===== config.mk =====
export PLATFORM = sky130hd
export DESIGN_NAME = tcw_front
export DESIGN_NICKNAME = d
export VERILOG_FILES = /design/src/design/tcw_pkg.sv /design/src/design/tcw_front.sv
export SDC_FILE = /design/constraint.sdc
export NUM_CORES = 1
export LEC_CHECK = 0
export BUFFER_PORTS_ARGS = -buffer_cell sky130_fd_sc_hd__buf_2
export CORE_UTILIZATION = 35
export DETAILED_ROUTE_END_ITERATION = 16
export PLACE_DENSITY = 0.77
export SYNTH_ARGS = -nofsm -noshare
export SYNTH_HDL_FRONTEND = slang
export SYNTH_SLANG_ARGS = --single-unit

===== constraint.sdc =====
create_clock -name clk -period 1.6 [get_ports clk]
set_clock_uncertainty 0.15 [all_clocks]
set_input_delay 0.32 -clock clk [delete_from_list [all_inputs] [get_ports clk]]
set_output_delay 0.32 -clock clk [all_outputs]
set_load 0.03 [all_outputs]

===== src/design/tcw_pkg.sv =====
package tcw_pkg;

	// Screen geometry defaults
	localparam int COLUMNS_DEFAULT = 80;
	localparam int ROWS_DEFAULT    = 25;

	// Depth of the command queue and of the result queue
	localparam int QUEUE_DEPTH = 2;

	// Character codes with a meaning of their own
	localparam logic [7:0] CODE_NEWLINE   = 8'd10;
	localparam logic [7:0] CODE_BACKSPACE = 8'd8;
	localparam logic [7:0] CODE_SPACE     = 8'd32;

	// Configuration register indexes
	localparam logic [1:0] REG_DEFAULT_ATTR = 2'd0;
	localparam logic [1:0] REG_BLANK_ATTR   = 2'd1;
	localparam logic [1:0] REG_CLEAR_ATTR   = 2'd2;

	// Configuration reset values
	localparam logic [7:0] DEFAULT_ATTR_RESET = 8'd7;
	localparam logic [7:0] BLANK_ATTR_RESET   = 8'd7;
	localparam logic [7:0] CLEAR_ATTR_RESET   = 8'd15;

	typedef enum logic [1:0] {
		CMD_COLOR_PUT,
		CMD_DEFAULT_PUT,
		CMD_CLEAR,
		CMD_READ
	} cmd_t;

	// Input transaction
	typedef struct packed {
		cmd_t        command;
		logic [7:0]  character;
		logic [3:0]  foreground;
		logic [3:0]  background;
		logic [10:0] cell_address;
	} in_item_t;

	// Result transaction
	typedef struct packed {
		logic [10:0] cursor_position;
		logic [15:0] cell_data;
		logic        scrolled;
	} result_t;

	// One screen cell: attribute over code
	typedef struct packed {
		logic [7:0] attr;
		logic [7:0] code;
	} cell_t;

	// Classified operation handed from front to back
	typedef enum logic [2:0] {
		OP_PUT,
		OP_NEWLINE,
		OP_BACKSPACE,
		OP_CLEAR,
		OP_READ
	} op_kind_t;

	typedef struct packed {
		op_kind_t    kind;
		logic [7:0]  attr;
		logic [7:0]  code;
		logic [10:0] addr;
	} op_t;

	// Attributes the back end needs for blank cells
	typedef struct packed {
		logic [7:0] blank;
		logic [7:0] clear;
	} attr_cfg_t;

	typedef enum logic [2:0] {
		ST_INIT,
		ST_IDLE,
		ST_SCROLL,
		ST_BLANK,
		ST_FILL,
		ST_READ
	} back_state_t;

endpackage


===== src/design/tcw_front.sv =====
module tcw_front (
	input  logic               clk,
	input  logic               arst_n,
	// input channel
	input  logic               push,
	input  tcw_pkg::in_item_t  item,
	output logic               full,
	// configuration
	input  logic               cfg_write,
	input  logic [1:0]         cfg_index,
	input  logic [7:0]         cfg_data,
	// toward the command queue and back end
	input  logic               queue_full,
	input  logic               init_busy,
	output logic               op_push,
	output tcw_pkg::op_t       op,
	output tcw_pkg::attr_cfg_t attrs
);

	logic [7:0] default_attr_q;
	logic [7:0] blank_attr_q;
	logic [7:0] clear_attr_q;

	// Attribute registers
	always_ff @(posedge clk or negedge arst_n) begin
		if (!arst_n) begin
			default_attr_q <= tcw_pkg::DEFAULT_ATTR_RESET;
			blank_attr_q   <= tcw_pkg::BLANK_ATTR_RESET;
			clear_attr_q   <= tcw_pkg::CLEAR_ATTR_RESET;
		end else if (cfg_write) begin
			unique case (cfg_index)
				tcw_pkg::REG_DEFAULT_ATTR: default_attr_q <= cfg_data;
				tcw_pkg::REG_BLANK_ATTR:   blank_attr_q   <= cfg_data;
				tcw_pkg::REG_CLEAR_ATTR:   clear_attr_q   <= cfg_data;
				default:                   ;
			endcase
		end
	end

	assign attrs.blank = blank_attr_q;
	assign attrs.clear = clear_attr_q;

	// Accept while the queue has room and the screen sweep after reset is done
	assign full    = queue_full || init_busy;
	assign op_push = push && !full;

	// Classify the command
	always_comb begin
		op.code = item.character;
		op.addr = item.cell_address;
		op.attr = default_attr_q;
		op.kind = tcw_pkg::OP_PUT;
		unique case (item.command)
			tcw_pkg::CMD_COLOR_PUT: begin
				op.attr = {item.background, item.foreground};
				op.kind = (item.character == tcw_pkg::CODE_NEWLINE) ?
					tcw_pkg::OP_NEWLINE : tcw_pkg::OP_PUT;
			end
			tcw_pkg::CMD_DEFAULT_PUT: begin
				if (item.character == tcw_pkg::CODE_BACKSPACE) begin
					op.kind = tcw_pkg::OP_BACKSPACE;
				end else if (item.character == tcw_pkg::CODE_NEWLINE) begin
					op.kind = tcw_pkg::OP_NEWLINE;
				end else begin
					op.kind = tcw_pkg::OP_PUT;
				end
			end
			tcw_pkg::CMD_CLEAR: op.kind = tcw_pkg::OP_CLEAR;
			tcw_pkg::CMD_READ:  op.kind = tcw_pkg::OP_READ;
			default:            op.kind = tcw_pkg::OP_PUT;
		endcase
	end

endmodule


== Yosys cells after proc, flatten, opt, wreduce, memory -nomap -nowiden ==
Index checks and enable logic that the tools add are counted.

* Input bits: 45
* Output and inout port bits: 48
* Flip-flop bits (word level): 24

* Reductions and logical operators: 8
* Eq/ne operators: 7
* Multiplexer cells: 4

{| class="wikitable"
|+ Operator list
! operator !! number
|-
| $eq A8 B4 Y1 const B || 2
|-
| $pmux W3 S4 || 1
|-
| $mux W8 || 1
|-
| $eq A2 B2 Y1 const B || 3
|-
| $reduce_and A2 Y1 || 3
|-
| $eq A2 B1 Y1 const B || 2
|-
| $logic_not A2 Y1 || 2
|-
| $mux W2 || 1
|-
| $logic_and A1 B1 Y1 || 1
|-
| $logic_not A1 Y1 || 1
|-
| $logic_or A1 B1 Y1 || 1
|-
| $mux W1 || 1
|}

== Logic depth before layout (Yosys ltp) ==
* Depth in word-level cells: 4
* Mapped depth: 2

== Least setup slack after synthesis ==
Ideal clock, no wire load.

* Kind: input -> output
* Start: input item[26] in the netlist's numbering
* End: output op[27] in the netlist's numbering
* Arrival time: 1.651 ns
* Setup slack: -0.521 ns
* Stages: 2
* Cells stage by stage: or4_4 -> o31ai_1

{| class="wikitable"
|+ RTL lines
! item !! line !! text
|-
| start: declaration || tcw_front.sv:6 || <nowiki>input tcw_pkg::in_item_t item,</nowiki>
|-
| end: declaration || tcw_front.sv:16 || <nowiki>output tcw_pkg::op_t op,</nowiki>
|}

==> metrics.md <==
| Metric | Value |
|---|---|
| Share of async-settable or async-resettable flops after synthesis | 100% |
| Final max-slew violation count | 0 |
| Fraction of layout instances using a drive strength above 1 | 85.5% |
| Worst-case hold path end point | default_attr_q[5] |
| Transition at the pin with the smallest max-transition slack | just over 0.5 ns |
| Row Count | 21 |
| Area share of xor/xnor cells in the synthesized design | 0% |
| DR DRC count | 0 |
| Crit Path Class | in2out |
| Area of the die | roughly 0.0038 sq mm |
| Largest net degree at the start of global routing | 25 |
| Post-Synthesis Cell Area | 0.00124 sq mm |
| Placed cell count | 191 |
| Dominant combinational cell family by area after synthesis | multiplexers |
| Net count of the mapped netlist | 135 |
| Core area | about 0.0034 sq mm |
| Arr. time, crit path | 1.49 ns |
| Total length of routed wires | 2930 microns |
| Post-synth top flop | dfrtp_1 |
| Capturing point of the worst reg2reg path | default_attr_q[6] |
| Maxcap violations | 0 |
| Final hold violations | 0 |
| TritonCTS clock tree | done |
| Vias in the first global route | between 900 and 1000 |
| Commonest cells in the synthesized netlist | 31 x mux2_2, 19 x buf_4, 14 x dfrtp_1 |
| Die Span Y | a little over 60 microns |
| Share of the clock period used by the worst path after layout | 123% |
| YS warnings | 0 |
| Arithmetic-cell share of the synthesized area counting full adders, half adders and majority gates | 0% |
| Non-filler instance count after layout | just under 200 |
| Post-synthesis share of cell area spent on and, or, nand and nor gates | 7.44% |
| Sequential cell area | between 600 and 700 sq um |
| Rel. slew slack | between 60 and 70% |
| Cell area power density | 1050 mW/mm^2 |
| Worst flop-to-flop path startpoint | default_attr_q[6] |
| Worst hold path class | in2reg |
| Area Growth Syn to Fin | 41.2% |
| Number of clock sinks seen by CTS | 24 |
| Initial antenna violation count | 0 |
| Gr usage total | about 16% |
| Maximum operating frequency | roughly 510 MHz |
| Category of the worst setup path launch point | input port |
| HPWL reported at the end of detailed placement | about 2200 microns |
| Wire length of the first global-routing pass | 4270 microns |
| R2r worst-path depth | 1 |
| Count of distinct cell types in the synthesized netlist | 17 |
| Detailed-route via count | between 900 and 1000 |
| Number of enable-type register cells in the synthesized netlist | 0 |
| Mux contribution to synthesized area | between 20% and 30% |
| Failing checks | negative setup slack |
| Mean Syn Cell Area | 13.8 sq um |
| Minimum setup slack among reg-to-reg paths | 0.66 ns |
| Synthesized-area fraction occupied by ao, oa, aoi and oai cells | about 1.9% |
| Post-synthesis sequential area ratio | 49.3% |
| Width of the die | 61.6 microns |
| Iteration-0 DRC count of the detailed router | 4 |
| Number of buffer cells added on primary ports | 70 |
| H-tree depth | 1 |
| Category of the worst setup path capture point | output port |
| Critical path required time | about 1.1 ns |
| Critical path startpoint | item[28] |
| Clock Latency Late Sink | 0.29 ns |
| Dominant cells by area after synthesis | dfrtp_1 28%, mux2_2 28%, dfstp_2 21%, buf_4 11%, nand3b_2 1.8% |
| Clock Root Buffer | clkbuf_4 |
| Maximum number of buffers from clock root to sink | 2 |
| Result of the run | complete, but fails checks |
| First-pass DRT Iterations | 3 |
| Hold Crit Depth | 2 |
| Top-level I/O count | 93 |
| Number of inserted diodes | 0 |
| Routed length per instance | 14.8 microns |
| IR Drop Worst-Case VDD | 0.488 mV |
| Crit-path max FO | 2 |
| Leakage | 0.865 nW |
| Final net count | 198 |
| Starting utilization of the core area | 37.0% |
| Endpoints failing setup | 10 |
| Utilization after layout | between 50 and 60% |
| Area share of the largest cell type after synthesis | 28.2% |
| Final Critical Period | 1.96 ns |
| Startpoint of the tightest hold check path | cfg_data[5] |
| Post-DR vias/cell | ~4.7 |
| Footprint of the multi-input gates | 543 sq um |
| Total negative setup slack | -1.63 ns |
| Minimum setup slack in the final design | -0.364 ns |
| Most common cell in the synthesized netlist | mux2_2 |
| Setup repair after global routing missed its margin | yes |
| Total CTS buffers | 3 |
| CTS clock-pin slew for the worst setup and hold paths | 0.13 ns |
| Antenna violation net count after detailed routing | 0 |
| Final Wtd Congestion | between 0.6 and 0.7 |
| Number of fillers in the final layout | 317 |
| Overall overflow remaining after global route | 0 |
| Count of state elements after synthesis | 24 |
| Biggest area consumer among synthesized cells | dfrtp_1 |
| Number of standard cells after synthesis | 90 |
## area by class of cell
type,instances,share of cell area (%)
sequential,24,34.9
timing repair buffer,77,28.8
tap,46,3.28
multi-input combinational,44,30.9
clock buffer,4,1.50
inverter,3,0.641
## layer usage
layer	track usage (%)	vias to the layer above	part of all wire, %
li1	-	422	-
met1	17.6	451	36
met2	30.3	53	54
met3	2.10	8	7.7
met4	5.08	0	1.6
met5	0	-	0
## what timing repair did
item / 4_1_cts / 5_1_grt
resized for setup: 33 / 2
hold buffers: 1 / 0
hold endpoints to repair: 14 / 0
gates cloned: 0 / 0
endpoints found under the setup margin: 10 / 10
pin swaps: 4 / 3
setup buffers: 1 / 2
## sequential cells by signal, indices dropped and copies added (netlist names)
signal / count
default_attr_q: 8
blank_attr_q: 8
clear_attr_q: 8
## through the flow
step / instance area, sq um / hold WS (ns) / total power [mW] / setup WS, ns
floorplan: 1270 / -0.126 / 1.33 / -0.272
global placement: 1580 / 0.155 / 1.47 / -0.380
detailed placement: 1580 / 0.177 / 1.50 / -0.429
CTS: 1740 / 0.103 / 1.86 / -0.393
global route: 1760 / 0.0985 / 1.94 / -0.390
finish: 1760 / 0.118 / 1.84 / -0.364
## power by group
part	switching, mW	total (mW)	leakage, nW	internal (mW)
Clock	0.165	0.262	0.0150	0.0970
Combinational	0.429	0.763	0.580	0.334
Sequential	0.0577	0.813	0.271	0.755
## placed cells by master (no fill, tap or decap), drive strengths merged
master / n
buf: 76
o31ai: 1
or4: 1
and2: 1
dlygate4sd3: 1
nor3b: 1
dfrtp: 14
or4b: 1
o41ai: 1
mux2: 32
clkbuf: 4
or2: 1
inv: 3
nor2: 2
nand3b: 2
or2b: 1
dfstp: 10
## kinds of logic after synthesis
family	count (synthesis)
multiplexers	32
flip-flops	24
buffers and inverters	22
AND/OR/NAND/NOR	10
AO/OA/AOI/OAI	2
## critical path: stages
cell     delay [ns]
buf_8          0.09
or4_4          0.54
buf_4          0.16
o31ai_4        0.21
buf_6          0.16
## worst max path at each step
stage                         to  slack [ns]  cells past startpoint
after CTS                 op[28]       -0.39                      4
after global routing      op[28]       -0.39                      4
after global placement    op[28]       -0.38                      4
final                     op[27]       -0.36                      5
after floorplan           op[28]       -0.27                      2
after detailed placement  op[28]       -0.43                      4
No activity file was read; power rests on OpenSTA's default activity.
