===== src/design/tcw_pkg.sv =====
package tcw_pkg;

	// Screen geometry defaults
	localparam int COLUMNS_DEFAULT = 80;
	localparam int ROWS_DEFAULT    = 25;

	// Depth of the command queue and of the result queue
	localparam int QUEUE_DEPTH = 2;

	// Character codes with a meaning of their own
	localparam logic [7:0] CODE_NEWLINE   = 8'd10;
	localparam logic [7:0] CODE_BACKSPACE = 8'd8;
	localparam logic [7:0] CODE_SPACE     = 8'd32;

	// Configuration register indexes
	localparam logic [1:0] REG_DEFAULT_ATTR = 2'd0;
	localparam logic [1:0] REG_BLANK_ATTR   = 2'd1;
	localparam logic [1:0] REG_CLEAR_ATTR   = 2'd2;

	// Configuration reset values
	localparam logic [7:0] DEFAULT_ATTR_RESET = 8'd7;
	localparam logic [7:0] BLANK_ATTR_RESET   = 8'd7;
	localparam logic [7:0] CLEAR_ATTR_RESET   = 8'd15;

	typedef enum logic [1:0] {
		CMD_COLOR_PUT,
		CMD_DEFAULT_PUT,
		CMD_CLEAR,
		CMD_READ
	} cmd_t;

	// Input transaction
	typedef struct packed {
		cmd_t        command;
		logic [7:0]  character;
		logic [3:0]  foreground;
		logic [3:0]  background;
		logic [10:0] cell_address;
	} in_item_t;

	// Result transaction
	typedef struct packed {
		logic [10:0] cursor_position;
		logic [15:0] cell_data;
		logic        scrolled;
	} result_t;

	// One screen cell: attribute over code
	typedef struct packed {
		logic [7:0] attr;
		logic [7:0] code;
	} cell_t;

	// Classified operation handed from front to back
	typedef enum logic [2:0] {
		OP_PUT,
		OP_NEWLINE,
		OP_BACKSPACE,
		OP_CLEAR,
		OP_READ
	} op_kind_t;

	typedef struct packed {
		op_kind_t    kind;
		logic [7:0]  attr;
		logic [7:0]  code;
		logic [10:0] addr;
	} op_t;

	// Attributes the back end needs for blank cells
	typedef struct packed {
		logic [7:0] blank;
		logic [7:0] clear;
	} attr_cfg_t;

	typedef enum logic [2:0] {
		ST_INIT,
		ST_IDLE,
		ST_SCROLL,
		ST_BLANK,
		ST_FILL,
		ST_READ
	} back_state_t;

endpackage


===== src/design/tcw_fifo.sv =====
module tcw_fifo #(
	parameter type item_t = logic,
	parameter int  DEPTH  = tcw_pkg::QUEUE_DEPTH
) (
	input  logic  clk,
	input  logic  arst_n,
	input  logic  push,
	input  item_t wr_item,
	input  logic  pop,
	output item_t rd_item,
	output logic  full,
	output logic  empty
);

	localparam int PTR_W = (DEPTH > 1) ? $clog2(DEPTH) : 1;
	localparam int CNT_W = $clog2(DEPTH + 1);
	localparam logic [PTR_W-1:0] PTR_LAST  = PTR_W'(DEPTH - 1);
	localparam logic [CNT_W-1:0] CNT_DEPTH = CNT_W'(DEPTH);

	item_t            slots_q [DEPTH];
	logic [PTR_W-1:0] wr_ptr_q;
	logic [PTR_W-1:0] rd_ptr_q;
	logic [CNT_W-1:0] count_q;
	logic             do_push;
	logic             do_pop;

	assign full    = (count_q == CNT_DEPTH);
	assign empty   = (count_q == '0);
	assign do_push = push && !full;
	assign do_pop  = pop && !empty;
	assign rd_item = slots_q[rd_ptr_q];

	// Storage
	always_ff @(posedge clk) begin
		if (do_push) begin
			slots_q[wr_ptr_q] <= wr_item;
		end
	end

	// Pointers and fill level
	always_ff @(posedge clk or negedge arst_n) begin
		if (!arst_n) begin
			wr_ptr_q <= '0;
			rd_ptr_q <= '0;
			count_q  <= '0;
		end else begin
			if (do_push) begin
				wr_ptr_q <= (wr_ptr_q == PTR_LAST) ? '0 : wr_ptr_q + 1'b1;
			end
			if (do_pop) begin
				rd_ptr_q <= (rd_ptr_q == PTR_LAST) ? '0 : rd_ptr_q + 1'b1;
			end
			case ({do_push, do_pop})
				2'b10:   count_q <= count_q + 1'b1;
				2'b01:   count_q <= count_q - 1'b1;
				default: count_q <= count_q;
			endcase
		end
	end

endmodule


===== config.mk =====
export PLATFORM = sky130hd
export DESIGN_NAME = tcw_fifo
export DESIGN_NICKNAME = d
export VERILOG_FILES = /design/src/design/tcw_pkg.sv /design/src/design/tcw_fifo.sv
export SDC_FILE = /design/constraint.sdc
export NUM_CORES = 1
export LEC_CHECK = 0
export BUFFER_PORTS_ARGS = -buffer_cell sky130_fd_sc_hd__buf_4
export CORE_AREA = 2 2 39 41
export CTS_CLUSTER_SIZE = 28
export DETAILED_ROUTE_END_ITERATION = 7
export DIE_AREA = 0 0 41 43
export GPL_TIMING_DRIVEN = 0
export PLACE_DENSITY = 0.37
export SLEW_MARGIN = 30
export SYNTH_ARGS = -nofsm -noshare
export SYNTH_HDL_FRONTEND = slang
export SYNTH_SLANG_ARGS = --single-unit
export TNS_END_PERCENT = 100

===== constraint.sdc =====
create_clock -name clk -period 3.15 [get_ports clk]
set_input_delay 0.315 -clock clk [delete_from_list [all_inputs] [get_ports clk]]
set_output_delay 0.315 -clock clk [all_outputs]
set_load 0.005 [all_outputs]

==> Word level (Yosys, flattened, before mapping) <==
Memory sizes are Yosys's and may differ from the RTL's.
Index checks and enable logic that the tools add are counted.
{ "word_totals": {"register_bits": 4, "ram_bits": 2, "output_inout_bits": 3, "n_memories": 1} }
{ "memory_table": {"columns": ["memory", "words", "width", "rd", "rd_clocked_by_memory_dff", "wr", "line_no", "source"], "rows": [
  ["slots_q", 2, 1, 1, 0, 1, "tcw_fifo.sv:20", "item_t slots_q [DEPTH];"]
]} }
{ "op_classes": {"addsub": 4, "eq_ne": 3, "n_mux": 5, "n_reduce_logical": 6} }
{ "op_table": {"columns": ["op", "count"], "rows": [
  ["2-bit equality test (second input constant)", 2],
  ["1-bit two-way mux", 4],
  ["2-bit one-hot mux with 2 select lines", 1],
  ["1-bit adder (second input constant)", 2],
  ["2-bit by 1-bit adder with 2-bit output (second input constant)", 1],
  ["2-bit by 1-bit equality test with 1-bit output (second input constant)", 1],
  ["1-bit logical AND", 2],
  ["1-bit zero test", 2],
  ["2-bit zero test", 1],
  ["2-bit nonzero test", 1],
  ["2-bit by 1-bit subtractor with 2-bit output (second input constant)", 1]
]} }

==> Depth between registers and ports, before layout <==
Gate-level depths: netlist of run 1.
{ "logic_depth": {"word_depth": 5, "ltp_mapped": 6, "ltp_nobuf": 6} }

==> Worst setup path before layout of run 1 <==
Ideal clock, no wire load.
{ "synth_path": {"path_kind": "reg-to-reg", "startpoint": "register count_q[0]", "endpoint": "register count_q[1]", "arrival_time_ns": 1.196, "path_slack_ns": 1.874, "path_stages_with_launch": 6, "path_buffers": 0, "cell_sequence": "dfrtp_1 > nor2_1 > nor2b_2 > ha_1 > nor2_1 > xor2_1"} }
{ "synth_between": {"elab_chain_len": 5} }
{ "synth_rtl": {"columns": ["element", "line_no", "source"], "rows": [
  ["from (decl)", "tcw_fifo.sv:23", "logic [CNT_W-1:0] count_q;"],
  ["from (signal assigned)", "tcw_fifo.sv:54", "2'b10: count_q <= count_q + 1'b1;"],
  ["from (signal assigned)", "tcw_fifo.sv:55", "2'b01: count_q <= count_q - 1'b1;"],
  ["from (signal assigned)", "tcw_fifo.sv:56", "default: count_q <= count_q;"],
  ["2-bit zero test (*)", "tcw_fifo.sv:28", "assign empty = (count_q == '0);"],
  ["named net empty", "tcw_fifo.sv:12", "output logic empty"],
  ["1-bit zero test (*)", "tcw_fifo.sv:30", "assign do_pop = pop && !empty;"],
  ["1-bit logical AND (*)", "tcw_fifo.sv:30", null],
  ["named net do_pop", "tcw_fifo.sv:25", "logic do_pop;"],
  ["2-bit by 1-bit equality test with 1-bit output or 2-bit equality test (tied branches)", "tcw_fifo.sv:53", "case ({do_push, do_pop})"],
  ["2-bit one-hot mux with 2 select lines or 2-bit nonzero test (tied branches)", null, null]
]} }
Mark *: on every way through the listed nets, which the timed path passes. The rest lies on a longest branch.
A chain may end at the register's enable or synchronous reset.

==> Worst setup path in the final report of run 1 <==
{ "layout_path": {"startpoint": "register count_q[0]", "endpoint": "register count_q[1]"} }
{ "layout_between": {"elab_chain_len": 5} }
{ "layout_rtl": {"columns": ["element", "line_no"], "rows": [
  ["2-bit equality test or 2-bit zero test (tied branches)", "tcw_fifo.sv:27, tcw_fifo.sv:28"],
  ["1-bit zero test (on tied branches)", "tcw_fifo.sv:29, tcw_fifo.sv:30"],
  ["1-bit logical AND (on tied branches)", "tcw_fifo.sv:29, tcw_fifo.sv:30"],
  ["2-bit by 1-bit equality test with 1-bit output or 2-bit equality test (tied branches)", "tcw_fifo.sv:53"],
  ["2-bit one-hot mux with 2 select lines or 2-bit nonzero test (tied branches)", null]
]} }
Parallel ways exist; a longest one is shown, timed or not.

==> results of run 1 <==
==> kinds of logic (layout without fill, tap and decap cells) <==
family                   Yosys count  in the layout  synth area share, %
XOR/XNOR                           5              5                 16.4
AND/OR/NAND/NOR                    7              7                 13.6
adder cells (fa/ha/maj)            1              1                 4.67
flip-flops                         6              6                 59.8
buffers and inverters              1             13                 1.40
multiplexers                       1              1                 4.21
==> placed cells by master, fill, tap and decap left out <==
cell type and n:
and3_1 1, buf_4 7, clkbuf_1 1, clkbuf_4 3, dfrtp_1 4, dlygate4sd3_1 1
edfxtp_1 2, ha_1 1, inv_1 1, mux2_2 1, nand2_1 1, nand2b_1 1
nor2_1 3, nor2b_2 1, xnor2_1 3, xor2_1 2
==> flip-flops by register name (all words and copies together), names as in the netlist <==
signal    count
count_q       2
rd_ptr_q      1
slots_q       2
wr_ptr_q      1
==> area by class of cell <==
| cell class | count | area, µm² |
|---|---|---|
| Multi-Input combinational cell | 14 | 104 |
| Sequential cell | 6 | 160 |
| Inverter | 1 | 3.75 |
| Fill cell | 147 | 1010 |
| Tap cell | 16 | 20.0 |
| Clock buffer | 4 | 26.3 |
| Timing Repair Buffer | 8 | 62.6 |
==> synthesized netlist by cell type <==
master,instances,area [µm²]
dfrtp_1,4,100
nor2_1,3,11.3
xnor2_1,3,26.3
edfxtp_1,2,60.1
xor2_1,2,17.5
and3_1,1,6.26
ha_1,1,12.5
inv_1,1,3.75
mux2_2,1,11.3
nand2_1,1,3.75
nand2b_1,1,6.26
nor2b_2,1,8.76
==> worst min path at each step <==
| stage | start | to | slack [ns] | depth (start not counted) |
|---|---|---|---|---|
| global route | wr_item | slots_q[1] | 0.24 | 1 |
| finish | wr_item | slots_q[1] | 0.26 | 1 |
| detailed placement | arst_n | rd_ptr_q | 0.12 | 1 |
| global placement | arst_n | rd_ptr_q | 0.12 | 1 |
| floorplan | arst_n | count_q[0] | 0.02 | 0 |
| CTS | wr_item | slots_q[1] | 0.25 | 1 |
==> repair_timing <==
item,in CTS,in global routing
endpoints found under the setup margin,0,0
endpoints found under the hold margin,4,0
hold buffers,1,0
gates resized for setup,0,0
==> critical path: stages (launching register included) <==
cell      delay [ns]
dfrtp_1         0.40
nand2b_1        0.16
nand2_1         0.12
ha_1            0.34
nor2_1          0.14
xor2_1          0.17
==> where the power goes <==
group / total (mW) / internal [mW] / switching, mW / leakage [nW]
Sequential: 0.144 / 0.117 / 0.0263 / 0.0652
Combinational: 0.138 / 0.0809 / 0.0573 / 0.0941
Clock: 0.0728 / 0.0478 / 0.0250 / 0.0150
==> through the flow <==
stage | hold WS [ns] | cell area, µm² | util (%) | power [mW] | setup slack (ns)
2_1_floorplan | 0.0194 | 268 | - | 0.233 | 1.87
3_3_place_gp | 0.116 | 340 | 24.6 | 0.281 | 1.78
3_5_place_dp | 0.118 | 340 | 24.6 | 0.283 | 1.75
4_1_cts | 0.254 | 377 | 27.2 | 0.362 | 1.73
5_1_grt | 0.241 | 377 | 27.2 | 0.387 | 1.62
6_report | 0.260 | 377 | 27.2 | 0.355 | 1.75
==> layer usage <==
metal  up-vias  GRT usage, %
met3         0          6.28
li1         92             -
met2         3          8.75
met4         0          2.00
met5         -             0
met1        81          5.98
==> run summary, run 1 <==
The sink count of the clock tree came out at 6. The highest layer used for signal routing is met3. STA puts the critical path data arrival time at 1.56 ns. Initial standard-cell utilization of the core: 19.3%. In the routed design, unresolved DRC markers number 0. Count of antenna-violating nets left after detailed routing: 0. The tools report the number of primary I/O pins as 8. For this design the ratio of total power to cell area is 941 nW/µm².

In this run, CTS created clock tree buffers numbering 3. The share of the Yosys chip area taken by registers is 59.8%. The final layout contains routed wiring with a total length of 413 µm. The post-route minimum period was 1.40 ns; the total number of vias was 176. Gate count of the mapped netlist: 21.

For the first-iteration detailed-routing DRC count, the log shows 3. Post-CTS clock slew at the launch and capture registers of the worst setup and hold paths: 0.05 ns. Of the cells placed in the final design, the portion with a size suffix greater than 1 is 36.4%. The run gives 1380 µm² as the core area. The number of H-tree levels was 1; the die extent in y was 43 µm. Setup repair after global routing left no endpoint under its margin. The tools report the capture point of the worst path as count_q[1]. The wire length on met3 was 18 µm; the maximum operating frequency was 712 MHz. By startpoint and endpoint, the worst setup path is classified as flip-flop to flip-flop. The die covers 1760 µm². The depth of the worst register-to-register path is 5. The post-synth net total is 27, and the average size of a mapped cell is 12.8 µm². Row count: 14.

The root buffer cell is clkbuf_4. TritonCTS built the clock tree. The clock reaches the later pin of the worst-skew pair after 0.24 ns. The maximum number of buffers from clock root to sink is 2, and the final cell count without fillers is 49.

The port buffer count was 7; the length of routed met2 wiring was 200 µm. The min-delay analysis places its worst path in the category primary input to flip-flop. The maximum net fanout on the critical path is 4. The die is 41 µm wide. The wire-length estimate of the detail-placed layout is 329 µm. The run finished with clean final reports. The endpoint required time on the critical path was 3.30 ns; the average detailed-routed wire length per instance was 8.43 µm. The first global-routing pass estimated 669 µm of wire. Count of yosys warnings during synthesis: 0. Area added between synthesis and finish: 40.7%. The total negative slack came out at 0 ns. Setup violations remaining at the end of the flow were counted as 0. For the final database, setup skew stands at 0.00568 ns. The worst-case IR drop observed on VDD is 0.329 mV. Routability-driven placement finished with a final weighted congestion of 0.690.

The run gives 0 as the initial antenna violation count. In this run, synthesis produced a sequential element count of 6. Counting tap cells, the placed design contains a total of 44 instances. The tools report the synthesized area as 268 µm². The worst slew slack as a fraction of its limit is 88.4%. The leakage dissipation was 0.174 nW.

The net count of the finished layout is 40. The tools report the number of max-slew violations in the final report as 0. For this run the aggregate overflow at the end of global routing stands at 0.

Of the available clock period, the critical path in the final layout requires 44.6%. The logs give 178 for the via count of the first global-routing pass and 3 for the number of optimization iterations in the first detailed-route pass. The number of maximum-capacitance violations is 0.

The endpoint identified for the worst register-to-register timing path is count_q[1]. Setup slack on the worst reg-to-reg path comes out at 1.75 ns. For the pin with the worst max-slew slack, the measured transition is 0.173 ns.

The via density per instance works out to 3.59. For this block, wires on met1 add up to 194 µm. Category of the worst setup path launch point: a flip-flop. The total count of hold-check failures in the final report came out at 0. For this run, the total global-route usage over all layers was measured as 6.19%. Start point of the critical path: count_q[0]. The largest net degree at the start of global routing is 5, and the count of antenna diodes in the layout is 0.

The worst setup path is captured at a flip-flop. The count of distinct cell types in the synthesized netlist was 12; the setup fix buffers added after clock tree synthesis was 0. Startpoint of the lowest-slack register-to-register path: count_q[0].
Power figures use the tool's default switching activity.
==> run 2, diff against run 1 <==
clock period = 1.4 ns   (was 3.15 ns; I/O delays follow)
==> run 2 against run 1 <==
Combinational power grew to 2.7 times the previous value. Critical path depth grew 1. Sequential power is 120% higher. Utilization grew 1.6 points. Critical endpoint unchanged. Sequential cell count stayed put. Clock skew about the same.
==> run summary, run 2 (same netlist as run 1, synthesis figures left out) <==
The port buffer count came out at 7. The run gives 399 µm² as the cell area after layout. The setup slack at placement was 0.00127 ns. The number of H-tree levels is 1.

The final clock skew is 0.00547 ns, and the cell depth of the worst min-delay path is 1. Count of final setup violators: 0. The run gives 0 as the total count of hold-check failures in the final report. Number of primary I/O pins: 8. The area added between synthesis and finish was 49.1%. For the total routing resource utilization after global routing, the log shows 6.29%. After global routing the overflow that remains totals 0. Measured in cells, the most critical reg-to-reg path has a length of 6.

Setup repair after global routing left no endpoint under its margin. Of the cells placed in the final design, the portion with a size suffix greater than 1 is 44.1%. The setup path with the least slack is of type flip-flop to flip-flop.

The worst vdd rail ir drop came out at 0.779 mV. The endpoint required time on the critical path was 1.55 ns; the maximum net fanout on the critical path was 3. Subtracting the final worst setup slack from the clock period gives 1.30 ns. The run gives 8.75% as the met2 global-route usage.

Grouping stages by cell kind, the critical path spends the most delay in flip-flops. Die extent in y: 43 µm. After the last flow step, the layout net total stands at 41. STA classifies the critical path startpoint as a flip-flop.

Setup slack on the critical path of the routed design comes to 0.0989 ns. Using the TritonRoute via totals, the vias-per-cell ratio works out to 3.70. The count of antenna-violating nets left after detailed routing is 0, and the insertion delay of the later-clocked pin in the worst-skew pair is 0.24 ns. The row count is 14.

The critical path crosses 6 cells after its start point. The critical path goes through nor2_1, nor2b_2, ha_4, xnor2_1, nor2_1, xor2_1. The maximum number of buffers from clock root to sink was 2; the met1 layer usage reported by global route was 6.31%. The initial standard-cell utilization of the core was 19.3%. The wire length of the first global-routing pass is 683 µm, and the final-layout fill cell count is 143.

The run finished with clean final reports. The tools report the first-iteration detailed-routing DRC count as 1. The logs give 6 for the sink count of the clock tree and 0 for the number of maximum-capacitance violations. Post-CTS clock slew at the launch and capture registers of the worst setup and hold paths: 0.05 ns. The number of remaining DRC errors was 0; the number of max-slew violations in the final report was 0.

The library cell used most frequently in the layout, excluding fill and tap cells, is buf_4. In this run the most used layer during global routing was met2. The cell with the biggest individual delay on the critical path is dfrtp_1.

In this design, the stage delay of the slowest critical-path cell is 0.40 ns. The number of buffers and inverters on the critical path is 0. In the final routed layout, each cell accounts on average for 8.58 µm.

In this run the power density over the cells is 2120 nW/µm². The logs give 3 for the total CTS buffers and 329 µm for the total half-perimeter wirelength after legalization and detailed placement. In this run the worst hold path is classified as primary input to flip-flop.

In the final timing run, aggregate negative setup slack is 0 ns. The number of antenna diodes in the final layout is 0. The horizontal die dimension was 41 µm.

TritonCTS built the clock tree. The run gives 185 as the total number of vias. The placed standard-cell area came out at 340 µm².

In the layout the commonest cells are buf_4 (8), dfrtp_1 (4), nor2_1 (3), xnor2_1 (3), clkbuf_4 (3). The nature of the critical path endpoint is a flip-flop. Global routing used 6.28% of the available met3 tracks. The initial antenna violation count was 0. After detailed placement, the design holds a cell count of 44.

For the worst setup path, the data arrival time is 1.45 ns. The die area was 1760 µm²; the maximum operating frequency was 769 MHz. The core area is 1380 µm², and the number of optimization iterations in the first detailed-route pass is 3. Once layout is complete, the cells apart from fillers number 50. The largest registers in the layout are count_q (2), slots_q (2).

The routed wire length was 429 µm. For this design the static power due to leakage is 0.179 nW. The logs give 181 for the via count of the first global-routing pass and 5 for the largest net degree at the start of global routing. The transition time of the tightest slew-check pin was 0.175 ns; the global placer's final weighted congestion was 0.690. After layout, the worst path uses 92.9% of the clock period. In this run the tightest slew margin relative to its limit is 88.3%.

The cell sitting at the root of the clock tree is a clkbuf_4. In this design, the critical path's most frequently occurring cell is nor2_1.
## run 2: cell count changes in the layout (fill, tap and decap cells not counted)
cell,previous run,this run
buf_4,7,8
ha_1,1,0
ha_4,0,1
nand2_1,1,0
nand2_2,0,1
## run 2: timing repair
action,CTS,global route
hold endpoints to repair,4,0
gates resized for setup,0,2
endpoints found under the setup margin,1,1
hold buffers,1,0
buffers inserted,1,0
pin swaps,0,1
## run 2: path summary, 6_finish.rpt
kind,startpoint,slack (ns),end
worst max-delay path,count_q[1],0.1,count_q[1]
worst min-delay path,wr_item,0.09,slots_q[1]
worst max register to register,count_q[1],0.1,count_q[1]
worst min register to register,rd_ptr_q,0.49,rd_ptr_q
max in group asynchronous,arst_n,1.06,wr_ptr_q
min in group asynchronous,arst_n,0.23,rd_ptr_q
## run 2: through the flow
step	hold WS (ns)	power (mW)	utilization (%)
final	0.0861	0.847	28.8
after global routing	0.0658	0.927	28.8
after CTS	0.0790	0.836	27.8
after detailed placement	-0.0570	0.636	24.6
after global placement	-0.0592	0.632	24.6
after floorplan	-0.156	0.525	-
## run 2: final cells by class
class	instances	area [µm²]	share of cell area (%)
Inverter	1	3.75	0.940
Sequential cell	6	160	40.1
Multi-Input combinational cell	14	119	29.8
Clock buffer	4	26.3	6.58
Timing Repair Buffer	9	70.1	17.6
Tap cell	16	20.0	5.02
## run 2: metal layers
metal / wire length [µm] / part of all wire [%]
met1: 193 / 45
met2: 216 / 50
met3: 18 / 4.2
met4: 0 / 0
met5: 0 / 0
## run 2: where the power goes
group	internal, mW	total [mW]	switching [mW]	leakage [nW]
Clock	0.108	0.164	0.0561	0.0150
Combinational	0.216	0.369	0.154	0.0990
Sequential	0.264	0.314	0.0502	0.0652
Total	0.587	0.847	0.260	0.179
==> run 3, diff against run 2 <==
ABC_AREA = 1   (was default)
CAP_MARGIN = 5   (was default)
PLACE_DENSITY = 0.41   (was 0.37)
==> run 3 against run 2 <==
Critical path depth stayed put. Sequential cell count unchanged. Critical path type unchanged. Non-clock buffer count rose by 1. Synthesized area up 17%. Sequential power about the same. Wire length rose by 26%. Utilization up 3.7 points. Count of clock-buffer cells in the layout unchanged. Clock power grew 3%. Setup slack better by 0.036 ns. Largest power group unchanged. Die area is the same.
==> run summary, run 3 <==
After layout, the worst setup slack is 0.135 ns. The capture point of the worst path was count_q[1]. Max-cap violations in this run came to 0. The endpoint required time on the critical path was 1.53 ns; the via density per instance was 3.97.

In this run, the number of DRC markers left after iteration 0 of detailed routing was 3. The arrival time of data at the critical path endpoint is 1.39 ns. By count the netlist is led by nand2_1 (11), inv_1 (9), dfrtp_1 (4), nand3_1 (3). For this run, the leading register cell type out of synthesis is dfrtp_1.

The path category of the worst min-delay check is primary input to flip-flop. The worst setup path is captured at a flip-flop. In this run the core area contains 14 standard-cell rows.

The logs give 435 µm for the total half-perimeter wirelength after legalization and detailed placement and 450 µm² for the cell area after layout. The die covers 1760 µm². Count of yosys warnings during synthesis: 0.

The maximum net fanout on the critical path came out at 5. The cell with the most instances after synthesis was nand2_1. The run gives 0.0779 ns as the worst hold margin. The startpoint of the lowest-slack register-to-register path was count_q[0]. The initial utilization of the core area, before any placement, comes to 22.6%. The final clock skew is 0.00734 ns. The number of H-tree levels was 1. Counting every instance in the synthesized netlist gives 38. Leaving out fill and tap cells, the most frequent cell in the layout is nand2_1. Measured on the finished design, the core utilization comes to 32.5%.

The largest area contributor in the netlist is dfrtp_1. TritonCTS built the clock tree. 8 I/O pins were placed. The final critical-path share of the clock period was 90.4%; the final-layout fill cell count was 149. In the final layout, the registers with the most flip-flops are count_q (2), slots_q (2). Ranked by total cell area, the synthesized netlist is headed by dfrtp_1 (32%), edfxtp_1 (19%), nand2_1 (13%). For this run, the total global-route usage over all layers was measured as 9.00%. The sequential fraction of the synthesis area came out at 51.2%. The via count of the first global-routing pass is 228, and the number of remaining DRC errors is 0. Summing internal, switching and leakage power gives 941 µW. The total number of vias came out at 270.

After synthesis, the share of flip-flops with an asynchronous set or reset is 66.7%. The portion of synthesized cell area occupied by the leading cell type works out to 32.0%. The post-route minimum period is 1.27 ns, and the count of antenna-violating nets left after detailed routing is 0.

Summed over all cells, the static leakage comes to 0.241 nW. The class of the most critical setup path was flip-flop to flip-flop. Once placement completed, the tool counted placed cells totaling 61. Measured in cells, the most critical reg-to-reg path has a length of 6. The total congestion overflow is 0. The logs give 6 for the sink count of the clock tree and 59 for the net total in the final layout.

The congestion estimate from routability-driven global placement came to 0.666. Dividing the detail-routed wire length by the instance count gives 7.96 µm. Setup repair after global routing left no endpoint under its margin. The run gives 0.13 ns as the register-to-register setup slack. The initial antenna violation count was 0.

Count of final setup violators: 0. For the routed wire length, the log shows 541 µm. In the layout the commonest cells are nand2_1 (11), buf_4 (9), inv_1 (8).

The root buffer cell is clkbuf_4. The average size of a mapped cell is 8.23 µm², and the largest net degree at the start of global routing is 6. The most critical setup path has its startpoint at count_q[0]. The core area is 1380 µm². IR analysis of the VDD net gives a maximum drop of 0.577 mV.

The run finished with clean final reports. The cell with the biggest individual delay on the critical path is dfrtp_2. In this run the tightest slew margin relative to its limit is 84.8%. On the worst path, the slowest cell contributes a delay of 0.43 ns.

Clock-pin slew was measured on the worst setup and hold paths at 0.05 ns. After synthesis the cells add up to 313 µm². The run gives 0 ns as the total negative slack.

The run gives 0 as the total count of hold-check failures in the final report. The port buffer count was 7. 0 antenna diodes ended up in the layout. Clock latency on the worst-skew pair, taken at its later pin, is 0.24 ns. The placed instances occupy a cell area of 385 µm². The total of flip-flops plus latches after synthesis was 6. The count of distinct cell types in the synthesized netlist was 13. The number of max-slew violations in the final report is 0. The finished layout holds 68 standard cells, fillers aside. The setup slack at placement is -0.00141 ns. Of the cells placed in the final design, the portion with a size suffix greater than 1 is 38.5%. The first global-routing pass estimated 931 µm of wire. From synthesis to final layout, the design area changed by 44.0%. The synthesized design contains 2 enable-type register cells.

The horizontal die dimension was 41 µm. Timing would allow up to 790 MHz. Clock tree synthesis inserted a total of 3 buffers.

The floorplan step set the die height to 43 µm. The reg-to-reg endpoint is count_q[1]. Power spread over the standard cell area amounts to 2090 nW/µm². The cell occurring most often along the worst timing path was nand2_1. The logs give 2 for the maximum number of buffers from clock root to sink and 44 for the post-synth net total. The number of optimization iterations in the first detailed-route pass came out at 2.

The transition time of the tightest slew-check pin was 0.228 ns. The worst setup path is launched from a flip-flop. Traced cell by cell, the critical path runs through o21ai_2, ha_4, inv_1, nand3_1, nand2_1, nand2_1.
==> run 3: cell types whose count changed in the layout (fill, tap and decap cells not counted), moves of 2 or more <==
cell | previous run | this run
nand2_1 | 0 | 11
inv_1 | 1 | 8
nand3_1 | 0 | 3
inv_2 | 0 | 2
nor2_1 | 3 | 1
xnor2_1 | 3 | 1
xor2_1 | 2 | 0
==> run 3: critical path: cells and delay by family, from the launching register on <==
| kind | cells | cell delay (ns) |
|---|---|---|
| compound gates | 1 | 0.24 |
| fa+ha+maj | 1 | 0.24 |
| buf+inv | 1 | 0.06 |
| flops | 1 | 0.43 |
| simple gates | 3 | 0.17 |
==> run 3: layout make-up <==
type                    instances  area [µm²]  area share (%)
well taps                      16        20.0            4.44
clock buffers                   4        26.3            5.83
multi-input cells              22         128            28.3
inverters                      10        37.5            8.33
flip-flops and latches          6         161            35.8
repair buffers                 10        77.6            17.2
==> run 3: how the worst min path moves through the flow <==
| stage | from | to | slack (ns) | depth (start not counted) |
|---|---|---|---|---|
| 4_1_cts | wr_item | slots_q[1] | 0.07 | 1 |
| 2_1_floorplan | arst_n | count_q[0] | -0.16 | 0 |
| 3_3_place_gp | arst_n | count_q[1] | -0.06 | 1 |
| 3_5_place_dp | arst_n | count_q[1] | -0.06 | 1 |
| 6_report | wr_item | slots_q[1] | 0.08 | 1 |
| 5_1_grt | wr_item | slots_q[1] | 0.05 | 1 |
==> run 3: power by group <==
part	switching (mW)	leakage, nW	total [mW]	internal, mW
clock	0.0610	0.0150	0.169	0.108
sequential	0.0518	0.0655	0.315	0.263
combinational	0.230	0.160	0.458	0.227
==> run 3: metal layers <==
layer / share of wire, % / routed length (µm) / vias up / global-route usage, %
li1: - / - / 142 / -
met2: 48 / 257 / 9 / 10.9
met4: 0 / 0 / 0 / 6.00
met5: 0 / 0 / - / 0
met3: 11 / 59 / 0 / 9.42
met1: 42 / 225 / 119 / 8.88
==> run 3: cells by family after synthesis <==
kind of cell,synth area share [%]
buffers and inverters,12.0
and+or+nand+nor,27.2
AOI/OAI and AO/OA,2.80
DFF,51.2
adders and majority gates,4.00
xor gates and xnor gates,2.80
==> run 3: repair_timing <==
| action | CTS | global route |
|---|---|---|
| setup buffers | 0 | 2 |
| resized for setup | 1 | 2 |
| hold buffers | 1 | 0 |
| endpoints found under the setup margin | 1 | 1 |
| hold endpoints to repair | 4 | 0 |
